### src/hw/rtl/fbcd_pkg.sv
// Shared types and constants for the buffer cache directory.
// Used by every module of the block; depends on nothing.
package fbcd_pkg;

  // Directory geometry
  localparam int NumSlots  = 16;
  localparam int BlockBits = 16;
  localparam int SlotIdxW  = $clog2(NumSlots);
  localparam int CntW      = $clog2(NumSlots + 1);

  // Flush all stops after this many write-backs
  localparam int MaxRes  = 16;
  localparam int ResCntW = $clog2(MaxRes);

  // Command queue between front and back; depth is a power of two
  localparam int CmdQDepth = 4;
  localparam int CmdQPtrW  = $clog2(CmdQDepth);

  // Field widths of the stream payloads
  localparam int FuncW    = 2;
  localparam int BlkW     = 16;
  localparam int SlotFW   = 4;
  localparam int CfgW     = 17;
  localparam int InDataW  = 24;
  localparam int OutDataW = 24;

  localparam logic [CfgW-1:0] DiskBlockCountRst = CfgW'(65536);

  typedef enum logic [FuncW-1:0] {
    FuncGet       = 2'd0,
    FuncMarkDirty = 2'd1,
    FuncFlushSlot = 2'd2,
    FuncFlushAll  = 2'd3
  } func_e;

  typedef enum logic [1:0] {
    DiskNone  = 2'd0,
    DiskRead  = 2'd1,
    DiskWrite = 2'd2
  } disk_op_e;

  // Classified command as held in the queue
  typedef struct packed {
    func_e             func;
    logic [BlkW-1:0]   block_no;
    logic [SlotFW-1:0] slot;
    logic              out_of_range;
    logic              slot_ok;
  } cmd_t;

  // One result beat; packs to tdata with slot_out in the low bits
  typedef struct packed {
    logic [BlkW-1:0]   disk_block;
    disk_op_e          disk_op;
    logic              status;
    logic              hit;
    logic [SlotFW-1:0] slot_out;
  } res_t;

endpackage

### src/hw/rtl/fbcd_front.sv
// Front end: accepts input beats, decodes and range-checks them into commands.
// Depends on fbcd_pkg.
module fbcd_front import fbcd_pkg::*; (
  input  logic                clk_i,
  input  logic                rst_ni,
  input  logic                s_axis_tvalid_i,
  output logic                s_axis_tready_o,
  input  logic [InDataW-1:0]  s_axis_tdata_i,   // block_no, slot, zero pad
  input  logic [FuncW-1:0]    s_axis_tuser_i,   // func
  input  logic [CfgW-1:0]     cfg_count_i,
  output logic                cmd_valid_o,
  input  logic                cmd_ready_i,
  output cmd_t                cmd_o
);

  logic valid_q, valid_d;
  cmd_t cmd_q, cmd_d;
  logic accept;
  logic [BlkW-1:0]   blk;
  logic [SlotFW-1:0] slot;

  assign s_axis_tready_o = !valid_q || cmd_ready_i;
  assign accept          = s_axis_tvalid_i && s_axis_tready_o;
  assign blk             = s_axis_tdata_i[BlkW-1:0];
  assign slot            = s_axis_tdata_i[BlkW+SlotFW-1:BlkW];

  always_comb begin
    cmd_d   = cmd_q;
    valid_d = valid_q && !cmd_ready_i;
    if (accept) begin
      valid_d           = 1'b1;
      cmd_d.func         = func_e'(s_axis_tuser_i);
      cmd_d.block_no     = blk;
      cmd_d.slot         = slot;
      cmd_d.out_of_range = {1'b0, blk} >= cfg_count_i;
      cmd_d.slot_ok      = 32'(slot) < NumSlots;
    end
  end

  always_ff @(posedge clk_i or negedge rst_ni) begin
    if (!rst_ni) begin
      valid_q <= 1'b0;
    end else begin
      valid_q <= valid_d;
    end
  end

  always_ff @(posedge clk_i) begin
    cmd_q <= cmd_d;
  end

  assign cmd_valid_o = valid_q;
  assign cmd_o       = cmd_q;

endmodule

### src/hw/rtl/fbcd_cmd_queue.sv
// Short command queue that decouples the front end from the back end.
// Depends on fbcd_pkg.
module fbcd_cmd_queue import fbcd_pkg::*; (
  input  logic   clk_i,
  input  logic   rst_ni,
  input  logic   push_i,
  output logic   ready_o,
  input  cmd_t   cmd_i,
  input  logic   pop_i,     // pop from the consumer
  output logic   valid_o,   // valid toward the consumer
  output cmd_t   cmd_o
);

  cmd_t mem_q [CmdQDepth];
  logic [CmdQPtrW-1:0] wr_ptr_q, rd_ptr_q;
  logic [CmdQPtrW:0]   count_q;
  logic do_push, do_pop;

  assign ready_o = count_q != (CmdQPtrW+1)'(CmdQDepth);
  assign do_push = push_i && ready_o;
  assign do_pop  = pop_i && (count_q != '0);

  always_ff @(posedge clk_i or negedge rst_ni) begin
    if (!rst_ni) begin
      wr_ptr_q <= '0;
      rd_ptr_q <= '0;
      count_q  <= '0;
    end else begin
      if (do_push) wr_ptr_q <= wr_ptr_q + 1'b1;
      if (do_pop)  rd_ptr_q <= rd_ptr_q + 1'b1;
      case ({do_push, do_pop})
        2'b10:   count_q <= count_q + 1'b1;
        2'b01:   count_q <= count_q - 1'b1;
        default: count_q <= count_q;
      endcase
    end
  end

  always_ff @(posedge clk_i) begin
    if (do_push) mem_q[wr_ptr_q] <= cmd_i;
  end

  assign valid_o = count_q != '0;
  assign cmd_o   = mem_q[rd_ptr_q];

endmodule

### src/hw/rtl/fbcd_back.sv
// Back end: tag store, load-order FIFO and the sequencer that emits results.
// Depends on fbcd_pkg.
module fbcd_back import fbcd_pkg::*; (
  input  logic                clk_i,
  input  logic                rst_ni,
  input  logic                q_valid_i,  // valid from the command queue
  output logic                q_pop_o,    // pop toward the command queue
  input  cmd_t                cmd_i,
  output logic                m_axis_tvalid_o,
  input  logic                m_axis_tready_i,
  output logic [OutDataW-1:0] m_axis_tdata_o,
  output logic                m_axis_tlast_o
);

  typedef enum logic [3:0] {
    StIdle  = 4'b0001,
    StExec  = 4'b0010,
    StLoad  = 4'b0100,
    StFlush = 4'b1000
  } state_e;

  state_e state_q, state_d;
  cmd_t   cmd_q, cmd_d;

  logic [NumSlots-1:0]  valid_q, valid_d, dirty_q, dirty_d;
  logic [BlockBits-1:0] tag_q [NumSlots];
  logic [SlotIdxW-1:0]  fifo_mem_q [NumSlots];
  logic [SlotIdxW-1:0]  head_q, head_d;
  logic [CntW-1:0]      count_q, count_d;
  logic [SlotIdxW-1:0]  victim_q, victim_d;
  logic [ResCntW-1:0]   res_cnt_q, res_cnt_d;

  res_t out_q, out_d;
  logic out_valid_q, out_valid_d, last_q, last_d;

  logic                 tag_we, fifo_we;
  logic [SlotIdxW-1:0]  tag_waddr, fifo_waddr;

  logic [BlockBits-1:0] blk_tag;
  logic [SlotIdxW-1:0]  slot_idx, hit_idx, free_idx, flush_idx, fifo_victim;
  logic [NumSlots-1:0]  hit_vec, vd_vec;
  logic                 can_emit, more_dirty;
  logic [CntW:0]        pos_sum;
  logic [SlotIdxW-1:0]  push_pos, head_next;

  function automatic logic [SlotIdxW-1:0] lowest_set(input logic [NumSlots-1:0] vec);
    logic [SlotIdxW-1:0] idx;
    idx = '0;
    for (int i = NumSlots - 1; i >= 0; i--) begin
      if (vec[i]) idx = SlotIdxW'(i);
    end
    return idx;
  endfunction

  assign blk_tag  = BlockBits'(cmd_q.block_no);
  assign slot_idx = SlotIdxW'(cmd_q.slot);

  always_comb begin
    for (int i = 0; i < NumSlots; i++) begin
      hit_vec[i] = valid_q[i] && (tag_q[i] == blk_tag);
    end
  end

  assign vd_vec     = valid_q & dirty_q;
  assign hit_idx    = lowest_set(hit_vec);
  assign free_idx   = lowest_set(~valid_q);
  assign flush_idx  = lowest_set(vd_vec);
  assign more_dirty = |(vd_vec & (vd_vec - 1'b1));

  // Slot at the FIFO head; slot 0 when the FIFO is empty
  assign fifo_victim = (count_q == '0) ? '0 : fifo_mem_q[head_q];
  assign head_next   = (head_q == SlotIdxW'(NumSlots - 1)) ? '0 : head_q + 1'b1;
  assign pos_sum     = (CntW+1)'(head_q) + (CntW+1)'(count_q);
  assign push_pos    = (pos_sum >= (CntW+1)'(NumSlots)) ?
                       SlotIdxW'(pos_sum - (CntW+1)'(NumSlots)) : SlotIdxW'(pos_sum);

  assign can_emit = !out_valid_q || m_axis_tready_i;

  always_comb begin
    state_d     = state_q;
    cmd_d       = cmd_q;
    valid_d     = valid_q;
    dirty_d     = dirty_q;
    head_d      = head_q;
    count_d     = count_q;
    victim_d    = victim_q;
    res_cnt_d   = res_cnt_q;
    out_d       = out_q;
    last_d      = last_q;
    out_valid_d = out_valid_q && !m_axis_tready_i;
    tag_we      = 1'b0;
    tag_waddr   = victim_q;
    fifo_we     = 1'b0;
    fifo_waddr  = push_pos;
    q_pop_o     = 1'b0;

    case (state_q)
      StIdle: begin
        if (q_valid_i) begin
          q_pop_o = 1'b1;
          cmd_d   = cmd_i;
          state_d = StExec;
        end
      end

      StExec: begin
        if (can_emit) begin
          out_d       = '0;
          last_d      = 1'b1;
          out_valid_d = 1'b1;
          state_d     = StIdle;
          case (cmd_q.func)
            FuncGet: begin
              if (cmd_q.out_of_range) begin
                out_d.status = 1'b1;
              end else if (|hit_vec) begin
                out_d.hit      = 1'b1;
                out_d.slot_out = SlotFW'(hit_idx);
              end else begin
                state_d = StLoad;
                if (!(&valid_q)) begin
                  // Fill the lowest free slot
                  victim_d    = free_idx;
                  out_valid_d = out_valid_q && !m_axis_tready_i;
                end else begin
                  // Evict the oldest load, writing it back if dirty
                  victim_d = fifo_victim;
                  if (count_q != '0) begin
                    head_d  = head_next;
                    count_d = count_q - 1'b1;
                  end
                  if (dirty_q[fifo_victim]) begin
                    out_d.slot_out   = SlotFW'(fifo_victim);
                    out_d.disk_op    = DiskWrite;
                    out_d.disk_block = BlkW'(tag_q[fifo_victim]);
                    last_d           = 1'b0;
                  end else begin
                    out_valid_d = out_valid_q && !m_axis_tready_i;
                  end
                end
              end
            end
            FuncMarkDirty: begin
              if (cmd_q.slot_ok) dirty_d[slot_idx] = 1'b1;
              out_d.slot_out = cmd_q.slot;
            end
            FuncFlushSlot: begin
              out_d.slot_out = cmd_q.slot;
              if (cmd_q.slot_ok && valid_q[slot_idx] && dirty_q[slot_idx]) begin
                out_d.disk_op     = DiskWrite;
                out_d.disk_block  = BlkW'(tag_q[slot_idx]);
                dirty_d[slot_idx] = 1'b0;
              end
            end
            FuncFlushAll: begin
              if (vd_vec != '0) begin
                res_cnt_d   = '0;
                state_d     = StFlush;
                out_valid_d = out_valid_q && !m_axis_tready_i;
              end
            end
            default: begin
              state_d = StIdle;
            end
          endcase
        end
      end

      StLoad: begin
        if (can_emit) begin
          tag_we            = 1'b1;
          valid_d[victim_q] = 1'b1;
          dirty_d[victim_q] = 1'b0;
          if (count_q < CntW'(NumSlots)) begin
            fifo_we = 1'b1;
            count_d = count_d + 1'b1;
          end
          out_d            = '0;
          out_d.slot_out   = SlotFW'(victim_q);
          out_d.disk_op    = DiskRead;
          out_d.disk_block = BlkW'(blk_tag);
          last_d           = 1'b1;
          out_valid_d      = 1'b1;
          state_d          = StIdle;
        end
      end

      StFlush: begin
        if (can_emit) begin
          dirty_d[flush_idx] = 1'b0;
          out_d              = '0;
          out_d.slot_out     = SlotFW'(flush_idx);
          out_d.disk_op      = DiskWrite;
          out_d.disk_block   = BlkW'(tag_q[flush_idx]);
          out_valid_d        = 1'b1;
          last_d             = !more_dirty || (res_cnt_q == ResCntW'(MaxRes - 1));
          res_cnt_d          = res_cnt_q + 1'b1;
          if (last_d) state_d = StIdle;
        end
      end

      default: begin
        state_d = StIdle;
      end
    endcase
  end

  always_ff @(posedge clk_i or negedge rst_ni) begin
    if (!rst_ni) begin
      state_q     <= StIdle;
      valid_q     <= '0;
      dirty_q     <= '0;
      head_q      <= '0;
      count_q     <= '0;
      res_cnt_q   <= '0;
      out_valid_q <= 1'b0;
    end else begin
      state_q     <= state_d;
      valid_q     <= valid_d;
      dirty_q     <= dirty_d;
      head_q      <= head_d;
      count_q     <= count_d;
      res_cnt_q   <= res_cnt_d;
      out_valid_q <= out_valid_d;
    end
  end

  always_ff @(posedge clk_i) begin
    cmd_q    <= cmd_d;
    victim_q <= victim_d;
    out_q    <= out_d;
    last_q   <= last_d;
    if (tag_we)  tag_q[tag_waddr]       <= blk_tag;
    if (fifo_we) fifo_mem_q[fifo_waddr] <= victim_q;
  end

  assign m_axis_tvalid_o = out_valid_q;
  assign m_axis_tdata_o  = out_q;
  assign m_axis_tlast_o  = last_q;

endmodule

### src/hw/rtl/fifo_buffer_cache_directory.sv
// Top level of the buffer cache directory: front end, command queue, back end.
// Depends on fbcd_pkg, fbcd_front, fbcd_cmd_queue and fbcd_back.

// Directory for a fully associative 16-slot block buffer cache with FIFO
// replacement. Each input beat carries a command in tuser (get block, mark
// slot dirty, flush slot, flush all) and block_no/slot in tdata; each command
// answers with one or more result beats, the final one flagged by tlast.
// A get reports a hit, or picks the lowest free slot, or evicts the oldest
// loaded slot (a write-back beat first when it is dirty) and then issues a
// read beat; blocks at or above disk_block_count come back with status 1.
// Flush all emits one write-back per valid dirty slot, lowest slot first.
// The back-end sequencer handles one command at a time and sets the rate.
// The front register and the 4-deep command queue keep taking beats while
// the back end works or the output is stalled, until both are full.
// disk_block_count is written through cfg_we_i/cfg_wdata_i; the user must
// write it only while idle, which no logic in the block enforces.
module fifo_buffer_cache_directory import fbcd_pkg::*; (
  input  logic                clk_i,
  input  logic                rst_ni,
  input  logic                cfg_we_i,
  input  logic [CfgW-1:0]     cfg_wdata_i,      // disk_block_count
  input  logic                s_axis_tvalid_i,
  output logic                s_axis_tready_o,
  input  logic [InDataW-1:0]  s_axis_tdata_i,   // [15:0] block_no, [19:16] slot, zero pad
  input  logic [FuncW-1:0]    s_axis_tuser_i,   // [1:0] func
  output logic                m_axis_tvalid_o,
  input  logic                m_axis_tready_i,
  output logic [OutDataW-1:0] m_axis_tdata_o,   // [3:0] slot_out, [4] hit, [5] status,
                                                // [7:6] disk_op, [23:8] disk_block
  output logic                m_axis_tlast_o    // last
);

  logic [CfgW-1:0] cfg_count_q;

  logic   front_valid, queue_ready;
  cmd_t   front_cmd, queue_cmd;
  logic   queue_valid, back_pop;

  // Block count; the user must write it only while the pipeline is drained; unchecked
  always_ff @(posedge clk_i or negedge rst_ni) begin
    if (!rst_ni) begin
      cfg_count_q <= DiskBlockCountRst;
    end else if (cfg_we_i) begin
      cfg_count_q <= cfg_wdata_i;
    end
  end

  // Decode and range-check incoming beats
  fbcd_front u_front (
    .clk_i           (clk_i),
    .rst_ni          (rst_ni),
    .s_axis_tvalid_i (s_axis_tvalid_i),
    .s_axis_tready_o (s_axis_tready_o),
    .s_axis_tdata_i  (s_axis_tdata_i),
    .s_axis_tuser_i  (s_axis_tuser_i),
    .cfg_count_i     (cfg_count_q),
    .cmd_valid_o     (front_valid),
    .cmd_ready_i     (queue_ready),
    .cmd_o           (front_cmd)
  );

  // Buffer commands so the front keeps accepting while the back is busy
  fbcd_cmd_queue u_queue (
    .clk_i   (clk_i),
    .rst_ni  (rst_ni),
    .push_i  (front_valid),
    .ready_o (queue_ready),
    .cmd_i   (front_cmd),
    .pop_i   (back_pop),
    .valid_o (queue_valid),
    .cmd_o   (queue_cmd)
  );

  // Look up, replace and emit result beats
  fbcd_back u_back (
    .clk_i           (clk_i),
    .rst_ni          (rst_ni),
    .q_valid_i       (queue_valid),
    .q_pop_o         (back_pop),
    .cmd_i           (queue_cmd),
    .m_axis_tvalid_o (m_axis_tvalid_o),
    .m_axis_tready_i (m_axis_tready_i),
    .m_axis_tdata_o  (m_axis_tdata_o),
    .m_axis_tlast_o  (m_axis_tlast_o)
  );

endmodule

### config.mk
export PLATFORM = sky130hd
export DESIGN_NAME = fifo_buffer_cache_directory
export DESIGN_NICKNAME = d
export VERILOG_FILES = /design/src/hw/rtl/fbcd_pkg.sv /design/src/hw/rtl/fbcd_front.sv /design/src/hw/rtl/fbcd_cmd_queue.sv /design/src/hw/rtl/fbcd_back.sv /design/src/hw/rtl/fifo_buffer_cache_directory.sv
export SDC_FILE = /design/constraint.sdc
export NUM_CORES = 1
export LEC_CHECK = 0
export BUFFER_PORTS_ARGS = -buffer_cell sky130_fd_sc_hd__buf_2
export CAP_MARGIN = 20
export CORE_MARGIN = 2
export CORE_UTILIZATION = 62
export CTS_CLUSTER_DIAMETER = 50
export DETAILED_ROUTE_END_ITERATION = 6
export MAX_ROUTING_LAYER = met4
export PLACE_DENSITY = 0.8
export SLEW_MARGIN = 20
export SYNTH_ARGS = -nofsm -noshare
export SYNTH_HDL_FRONTEND = slang
export SYNTH_SLANG_ARGS = --single-unit
### constraint.sdc
create_clock -name clk_i -period 7.8 [get_ports clk_i]
set_input_delay 0.39 -clock clk_i [delete_from_list [all_inputs] [get_ports clk_i]]
set_output_delay 0.39 -clock clk_i [all_outputs]
set_load 0.01 [all_outputs]
==> After elaboration in Yosys (flattened, before gate mapping) <==
Memories as Yosys holds them, arrays and structs flattened. A register that Yosys moved wholly into a read port is not among the register bits.
Cells that the tools add are included.
{ "word_totals": {"n_memories": 3, "wordCells": 308, "output_inout_bits": 27, "regBits": 128, "inputBits": 48, "mem_bits_rw": 412} }
{ "mem_list": {"columns": ["name", "words", "width", "read_ports", "rd_clocked_by_memory_dff", "wr", "line", "rtl"], "rows": [
  ["u_back.tag_q", 16, 16, 19, 0, 1, "fbcd_back.sv:26", "logic [BlockBits-1:0] tag_q [NumSlots];"],
  ["u_queue.mem_q", 4, 23, 1, 1, 1, "fbcd_cmd_queue.sv:14", "cmd_t mem_q [CmdQDepth];"],
  ["u_back.fifo_mem_q", 16, 4, 1, 0, 1, "fbcd_back.sv:27", "logic [SlotIdxW-1:0] fifo_mem_q [NumSlots];"]
]} }
{ "op_classes": {"n_bitwise": 13, "n_mux": 146, "n_lt_le_gt_ge": 10, "n_eq_ne": 44, "reduce_logical": 57, "n_addsub": 11} }
{ "ops": {"columns": ["cell", "n"], "rows": [
  ["$mux 4", 66],
  ["$eq 16x16->1", 16],
  ["$mux 18", 5],
  ["$and 16x16->16", 5],
  ["$mux 16", 5],
  ["$mux 24", 3],
  ["$pmux 24 s3", 1],
  ["$not 16->16", 4],
  ["$pmux 16 s3", 1],
  ["$mux 5", 9],
  ["$mux 1", 37],
  ["$pmux 18 s2", 1],
  ["$or 16x16->16", 2],
  ["$pmux 16 s2", 1],
  ["$reduce_or 16->1", 2],
  ["$logic_and 1x1->1", 26],
  ["$pmux 4 s2", 3],
  ["$reduce_and 22->1", 1],
  ["$lt 4x5->1 const B", 4],
  ["$ne 2x1->1 const B", 9],
  ["$ge 16x17->1", 1],
  ["$pmux 4 s4", 1],
  ["$reduce_and 16->1", 1],
  ["$reduce_bool 16->1", 1],
  ["other kinds (43)", 76]
]} }

==> Depth between registers and ports, before layout <==
Gate-level depths: netlist of the first run.
{ "depth": {"ltp_word": 25, "mapped_depth": 14, "mapped_depth_nobuf": 11} }

==> Cells and area by module <==
Synthesis of the first run repeated with hierarchy kept, for this count alone.
{ "hier_totals": {"cells_unflattened": 2482, "hier_area_um2": 32033.2} }
{ "by_module_without_submodules": {"columns": ["mod", "instances", "area_each_um2", "seq_area_each_um2", "cells_per_inst"], "rows": [
  ["fbcd_back", 1, 26324.0, 12533.3, 2197],
  ["fbcd_cmd_queue", 1, 3887.5, 3057.9, 163],
  ["fbcd_front", 1, 1134.8, 715.7, 86],
  ["fifo_buffer_cache_directory", 1, 686.9, 426.7, 36]
]} }

==> Worst setup path after synthesis of the first run <==
No wires, ideal clock.
{ "synth_path": {"path_type": "reg-to-reg", "start": "reg u_back.state_q[2]", "end": "reg with a tool-made name", "synth_period_minus_slack_ns": 3.484, "n_path_buf": 0, "path_slack_ns": 4.316, "required_time_ns": 7.717, "stages_incl_launch_ff": 7, "t_arrival_ns": 3.401, "setup_time_ns": 0.083, "path_cell_list": "dfrtp_1 nor4b_1 nor2_1 nor2_1 o21ai_0 or4b_1 o21ai_0"} }
{ "synth_rtl": {"columns": ["element", "line", "rtl"], "rows": [
  ["from (decl)", "fbcd_back.sv:22", "state_e state_q, state_d;"],
  ["from (signal assigned)", "fbcd_back.sv:210", "state_q <= StIdle;"],
  ["from (signal assigned)", "fbcd_back.sv:218", "state_q <= state_d;"]
]} }

==> results of run 1 <==
cells in the mapped netlist (all sizes together) (12+ instances only):
master	instances	share of area, %
xor2	137	3.7
a221oi	18	0.50
dfrtp	73	5.6
o21ai	95	1.5
ha	34	1.3
o211a	15	0.46
mux2	53	1.9
o22ai	36	0.69
nor4b	17	0.50
xnor2	134	3.6
mux4	119	8.2
nand4	50	1.0
o32ai	12	0.32
inv	51	0.59
buf	90	2.2
a22oi	12	0.28
edfxtp	487	45
nand3	54	0.83
a21oi	49	0.76
nor2b	21	0.40
nand2b	27	0.52
nand2	185	2.2
nor4	70	1.5
a211oi	26	0.64
mux2i	136	4.2
and2	16	0.31
nor2	198	2.3
or4	15	0.39
nor3	40	0.61
or2	20	0.38
a31oi	21	0.40
a221o	64	2.0
clkbuf	81	0.93
o211ai	23	0.53
tightest hold or removal path: cells and delay by family:
| kind | cells | cell delay, ns |
|---|---|---|
| AOI/OAI and AO/OA | 1 | 0.08 |
| buffers and inverters | 1 | 0.07 |
| and+or+nand+nor | 1 | 0.05 |
what timing repair did:
action,CTS,global route
hold buffers,37,0
resized for setup,0,0
hold endpoints to repair,65,0
routing by layer:
layer,part of all wire (%),global-route usage (%),wire length [um]
met3,14,12.7,15800
met5,0,-,0
met2,45,64.7,51800
met1,37,56.9,42200
met4,4.3,16.3,4920
cell usage in the layout (no fill, tap or decap), types with 69 or more instances in the layout:
master / synthesis / final
buf_2: 34 / 69
buf_4: 12 / 71
clkbuf_16: 0 / 72
dfrtp_1: 73 / 72
edfxtp_1: 487 / 487
mux2i_1: 136 / 136
mux4_2: 119 / 119
nand2_1: 182 / 182
nor2_1: 196 / 195
o21ai_0: 85 / 84
xnor2_1: 134 / 134
xor2_1: 137 / 137
kinds of logic (layout without fill, tap and decap cells):
| kind of cell | Yosys count | in the layout | share of synthesized area [%] |
|---|---|---|---|
| other | 0 | 8 | 0 |
| flip-flops | 562 | 562 | 50.5 |
| multiplexers | 308 | 308 | 14.2 |
| buffers and inverters | 222 | 358 | 3.76 |
| adder cells (fa/ha/maj) | 39 | 39 | 1.55 |
| XOR/XNOR | 271 | 271 | 7.26 |
| AND/OR/NAND/NOR | 766 | 766 | 12.2 |
| AO/OA/AOI/OAI | 466 | 466 | 10.5 |
stage by stage:
stage | utilization, % | hold WS, ns | setup WS [ns] | total power, mW
after global placement | 64.0 | 0.376 | 2.99 | 8.67
final | 69.4 | 0.0197 | 2.63 | 12.4
after global routing | 69.4 | 0.0304 | 2.48 | 12.7
after floorplan | - | 0.0944 | 4.32 | 7.41
after detailed placement | 64.0 | 0.386 | 2.84 | 8.79
after CTS | 69.3 | 0.00824 | 2.79 | 12.2
report_power, final:
part	total [mW]	switching (mW)	internal, mW
sequential	4.14	0.249	3.89
clock	3.41	1.41	2.00
combinational	4.82	3.12	1.70
total	12.4	4.78	7.59
sequential cells by signal (all words and copies together), names as in the netlist, 4 cells and up, named ones only:
| signal | cells |
|---|---|
| u_back.head_q | 4 |
| u_back.blk_tag | 16 |
| cfg_count_q | 17 |
| u_front.cmd_o | 23 |
| u_back.slot_idx | 4 |
| u_back.fifo_mem_q | 64 |
| u_back.tag_q | 256 |
| u_back.valid_q | 16 |
| u_back.count_q | 5 |
| u_back.m_axis_tdata_o | 24 |
| u_back.tag_waddr | 4 |
| u_back.res_cnt_q | 4 |
| u_back.state_q | 4 |
| u_queue.mem_q | 92 |
final cells by class:
type / instances / area, sq um / area share (%)
Tap cell: 688 / 861 / 2.37
Inverter: 51 / 191 / 0.527
Clock buffer: 82 / 1860 / 5.12
Antenna cell: 8 / 20.0 / 0.0551
Multi-Input combinational cell: 1850 / 15000 / 41.4
Sequential cell: 562 / 16500 / 45.4
Clock inverter: 48 / 586 / 1.61
Timing Repair Buffer: 177 / 1250 / 3.44
path summary, 6_finish.rpt:
path,startpoint,to,slack [ns],depth (start not counted)
max in group asynchronous,rst_ni,u_back.valid_q[5],6.48,3
min in group asynchronous,rst_ni,u_queue.wr_ptr_q[1],0.26,2
worst max-delay path,u_back.head_q[0],u_back.m_axis_tdata_o[23],2.63,10
worst min register to register,u_back.res_cnt_q[3],u_back.res_cnt_q[3],0.50,1
worst max register to register,u_back.head_q[0],u_back.m_axis_tdata_o[23],2.63,10
worst min-delay path,cfg_wdata_i[5],cfg_count_q[5],0.02,3
==> results_dict.tcl, run 1 <==
set metrics [dict create \
    status "finished clean" \
    postCtsSetupRepairBufs 0 \
    tritoncts "done" \
    drt_drc_violations_left 0 \
    critical_path.top_delay_family "compound AO/OA/AOI/OAI gates" \
    grt_pass1_vias 24000 \
    first_pass_iters 7 \
    synth_ff_type "edfxtp_1" \
    die_h_um 234 \
    floorplan.die_area_sq_um 54600 \
    required_ns 8.14 \
    cts.sinks 562 \
    worst-path-buf-inv 1 \
    place_inst 3291 \
    synth_edf_count 487 \
    synthToLayoutAreaGrowth_pct 11.1 \
    relSlewSlack_pct 16.7 \
    synth.cell_area_sq_um 32700 \
    numPortBuffers 70 \
    grt_start_max_net_pins 67 \
    final.setup.tns_ns 0 \
    yosys_warnings 0 \
    grt_overflow 0 \
    startpoint_type "register" \
    vias 25400 \
    synth.distinct_cells 105 \
    p_per_area_nw_per_um2 341 \
    htreeDepth 3 \
    placed_cell_area_sq_um 33500 \
    final.period_utilization_pct 66.3 \
    grt_pass1_wl_mm 165 \
    leakage_nw 12.5 \
    vdd_drop_max_v 0.000334 \
    finalInstanceArea_sq_um 36300 \
    hold_viol_final 0 \
    synth_seq_cells 562 \
    period_minus_slack_ns 5.17 \
    clkTransAtPathRegs_ns 0.06 \
    ios 75 \
    core_sq_um 52300 \
    drtIter0Drc 4244 \
    setup_viol 0 \
    tightest_slew_ns 1.25 \
    drive_gt1_share_pct 18.3 \
    async_flop_share_pct 13.3 \
    wl_per_cell_um 33.1 \
    rows 84 \
    nFillCells 3577 \
    avgSynthCellArea_sq_um 12.4 \
    cp-end-kind "register" \
    cts_buffers 70 \
    crit_arrival_ns 5.51 \
    ys_seq_area_share_pct 50.5 \
    wl_mm 115 \
    netlist_instances 2634 \
    clock_latency_ns 0.63 \
    report.final.slew_viol_count 0 \
    crit_chain "buf_4 -> mux4_2 -> nor2_1 -> nor4_4 -> nor2_2 -> a21o_4 -> a32oi_1 -> a221oi_2 -> o21ai_2 -> o211ai_1" \
    antenna_found_initial 8 \
    hp-class "in -> reg" \
    critPathMaxStageDelay_ns 0.82 \
    final_nets 2797 \
    cp_slowest_cell "a21o_4" \
    ant_nets 0 \
    final.setup_skew_ns 0.0209 \
    max_freq_ghz 0.193 \
    clockBufferDepth 3 \
    cts_root_buf "clkbuf_16" \
    fin_cells 3466 \
    rsz0062_at_grt "false" \
    drv_cap 0 \
    viasPerCell 7.32 \
    initial_utilization_pct 62.5 \
    worst-setup-path-type "reg -> reg" \
    hpwl_mm 80.5 \
    die_w_um 234 \
    synth_nets 2719 \
    cp_max_fo 66 \
    grtUsageTotal_pct 43.5 \
    gp_congestion 1.07 \
]
Power figures use the tool's default switching activity.
==> run 2, diff against run 1 <==
--- a/config.mk
+++ b/config.mk
@@ -8,11 +8,11 @@
 export BUFFER_PORTS_ARGS = -buffer_cell sky130_fd_sc_hd__buf_2
 export CAP_MARGIN = 20
 export CORE_MARGIN = 2
-export CORE_UTILIZATION = 62
+export CORE_UTILIZATION = 58
 export CTS_CLUSTER_DIAMETER = 50
 export DETAILED_ROUTE_END_ITERATION = 6
 export MAX_ROUTING_LAYER = met4
-export PLACE_DENSITY = 0.8
+export PLACE_DENSITY = 0.79
 export SLEW_MARGIN = 20
 export SYNTH_ARGS = -nofsm -noshare
 export SYNTH_HDL_FRONTEND = slang
==> constraint.sdc (replaced) <==
create_clock -name clk_i -period 4.45 [get_ports clk_i]
set_input_delay 0.2225 -clock clk_i [delete_from_list [all_inputs] [get_ports clk_i]]
set_output_delay 0.2225 -clock clk_i [all_outputs]
set_load 0.01 [all_outputs]
==> run 2 against run 1 <==
  * Critical path depth unchanged
  * Combinational power up 77%
  * First-iteration DRC count down 7.2%
  * Critical path type unchanged
  * Largest cell class unchanged
==> results_dict.tcl, run 2 (synthesized netlist as in run 1, its figures left out) <==
set metrics [dict create \
    cts_resized 0 \
    tightest_slew_ns 1.03 \
    rows 87 \
    crit_chain "buf_4 -> a2111oi_2 -> nor4_4 -> nor2_2 -> and2_2 -> buf_12 -> a221o_1 -> o22ai_1 -> mux2_2 -> o211ai_1" \
    report.final.slew_viol_count 0 \
    tritoncts "done" \
    numPortBuffers 70 \
    final_common_cell "edfxtp_1" \
    hpwl_mm 84.2 \
    setup_slack_ns 0.186 \
    hp-class "in -> async" \
    clockBufferDepth 3 \
    ant_nets 0 \
    crit_arrival_ns 4.61 \
    die_h_um 241 \
    cp_max_fo 34 \
    clkTransAtPathRegs_ns 0.07 \
    final.setup_skew_ns 0.0376 \
    finalInstanceArea_sq_um 37000 \
    antenna_found_initial 6 \
    placed_cell_area_sq_um 34200 \
    setup_viol 0 \
    cp_slowest_cell "and2_2" \
    drt_drc_violations_left 0 \
    hold_viol_final 0 \
    final_cell_mix "edfxtp_1, nor2_1, nand2_1" \
    drv_cap 0 \
    fin_util_pct 66.0 \
    seqPwrFrac_pct 34.0 \
    cp-end-kind "register" \
    final.period_utilization_pct 95.8 \
    drtIter0Drc 3938 \
    sw_frac_of_total_pct 38.9 \
    drive_gt1_share_pct 20.0 \
    gp_congestion 1.07 \
    power.switching_mw 8.53 \
    required_ns 4.80 \
    synthToLayoutAreaGrowth_pct 13.2 \
    vias 25500 \
    clkPwrFrac_pct 27.1 \
    floorplan.die_area_sq_um 58300 \
    startpoint_type "register" \
    final_nets 2859 \
    critPathMaxStageDelay_ns 0.63 \
    core_sq_um 56100 \
    wl_per_cell_um 32.9 \
    p_per_area_nw_per_um2 593 \
    cts_buffers 71 \
    grt_pass1_vias 24700 \
    max_freq_ghz 0.235 \
    grtUsageTotal_pct 42.3 \
    pre_cts_ws_ns 0.443 \
    initial_utilization_pct 58.3 \
    postCtsSetupRepairBufs 0 \
    relSlewSlack_pct 31.0 \
    ios 75 \
    vdd_drop_max_v 0.000528 \
    hold_ws_ns 0.0600 \
    die_w_um 241 \
    clock_latency_ns 0.65 \
    reg_top3 "u_back.tag_q x256, u_queue.mem_q x92, u_back.fifo_mem_q x64" \
    rsz0062_at_grt "false" \
    status "finished clean" \
    grt_overflow 0 \
    nFillCells 4030 \
    worst-setup-path-type "reg -> reg" \
    largest-register "u_back.tag_q" \
    grt_start_max_net_pins 67 \
    htreeDepth 3 \
    wl_mm 118 \
    largest_reg_flops 256 \
    final.setup.tns_ns 0 \
    first_pass_iters 7 \
    intPower_mw 13.4 \
    viasPerCell 7.10 \
    leakage_nw 12.8 \
    worstRegToRegCells 10 \
    grt_pass1_wl_mm 170 \
    combPwrFrac_pct 38.9 \
    cts_root_buf "clkbuf_16" \
    period_minus_slack_ns 4.26 \
    cts.sinks 562 \
]
run 2: changes by cell type in the layout (fill, tap and decap cells not counted), sizes merged:
cell	delta
clkinv	-3
dlygate4sd3	+4
inv	+2
buf	+57
clkbuf	-1
clkinvlp	+4
bufinv	-1
diode	-3
run 2: metal layers:
layer,wire length [um],global-route usage (%)
met5,0,-
met4,6340,20.0
met3,14900,10.7
met2,52200,61.6
met1,44900,55.9
run 2: power by group through the flow:
stage	clock network (mW)	registers [mW]	logic, mW
floorplan	0	7.33	5.66
global placement	0	7.46	8.05
detailed placement	0	7.50	8.18
CTS	5.93	7.41	8.29
global route	6.17	7.49	8.91
finish	5.95	7.45	8.55
run 2: path summary, 6_finish.rpt:
| path | from | end | slack (ns) |
|---|---|---|---|
| worst max-delay path | u_back.head_q[1] | u_back.m_axis_tdata_o[11] | 0.19 |
| worst min-delay path | rst_ni | cfg_count_q[2] | 0.06 |
| worst max register to register | u_back.head_q[1] | u_back.m_axis_tdata_o[11] | 0.19 |
| worst min register to register | u_front.cmd_o[12] | u_queue.mem_q[0][11] | 0.50 |
| max in group asynchronous | rst_ni | u_queue.rd_ptr_q[1] | 3.26 |
| min in group clk_i | m_axis_tready_i | u_back.state_q[1] | 0.07 |
run 2: layout make-up:
cell class | instances | area [sq um] | area share [%]
tap | 756 | 946 | 2.56
clock inverter | 50 | 572 | 1.54
multi-input combinational | 1850 | 15000 | 40.6
timing repair buffer | 238 | 1920 | 5.20
antenna | 5 | 12.5 | 0.0338
clock buffer | 81 | 1830 | 4.96
inverter | 51 | 191 | 0.517
sequential | 562 | 16500 | 44.6
run 2: critical path: cells and delay by family, from the launching register on:
kind	cells	cell delay (ns)
AO/OA/AOI/OAI	4	1.32
buffers and inverters	2	0.61
flip-flops	1	0.59
multiplexers	1	0.31
AND/OR/NAND/NOR	3	1.14
run 2: through the flow:
step / std cells / power, mW
3_3_place_gp: 3415 / 15.5
2_1_floorplan: 2634 / 13.0
3_5_place_dp: 3416 / 15.7
4_1_cts: 3588 / 21.6
5_1_grt: 3593 / 22.6
6_report: 3593 / 22.0
run 2: repair_timing:
item	in CTS	in global routing
endpoints found under the setup margin	0	0
hold buffers	41	0
hold endpoints to repair	65	0
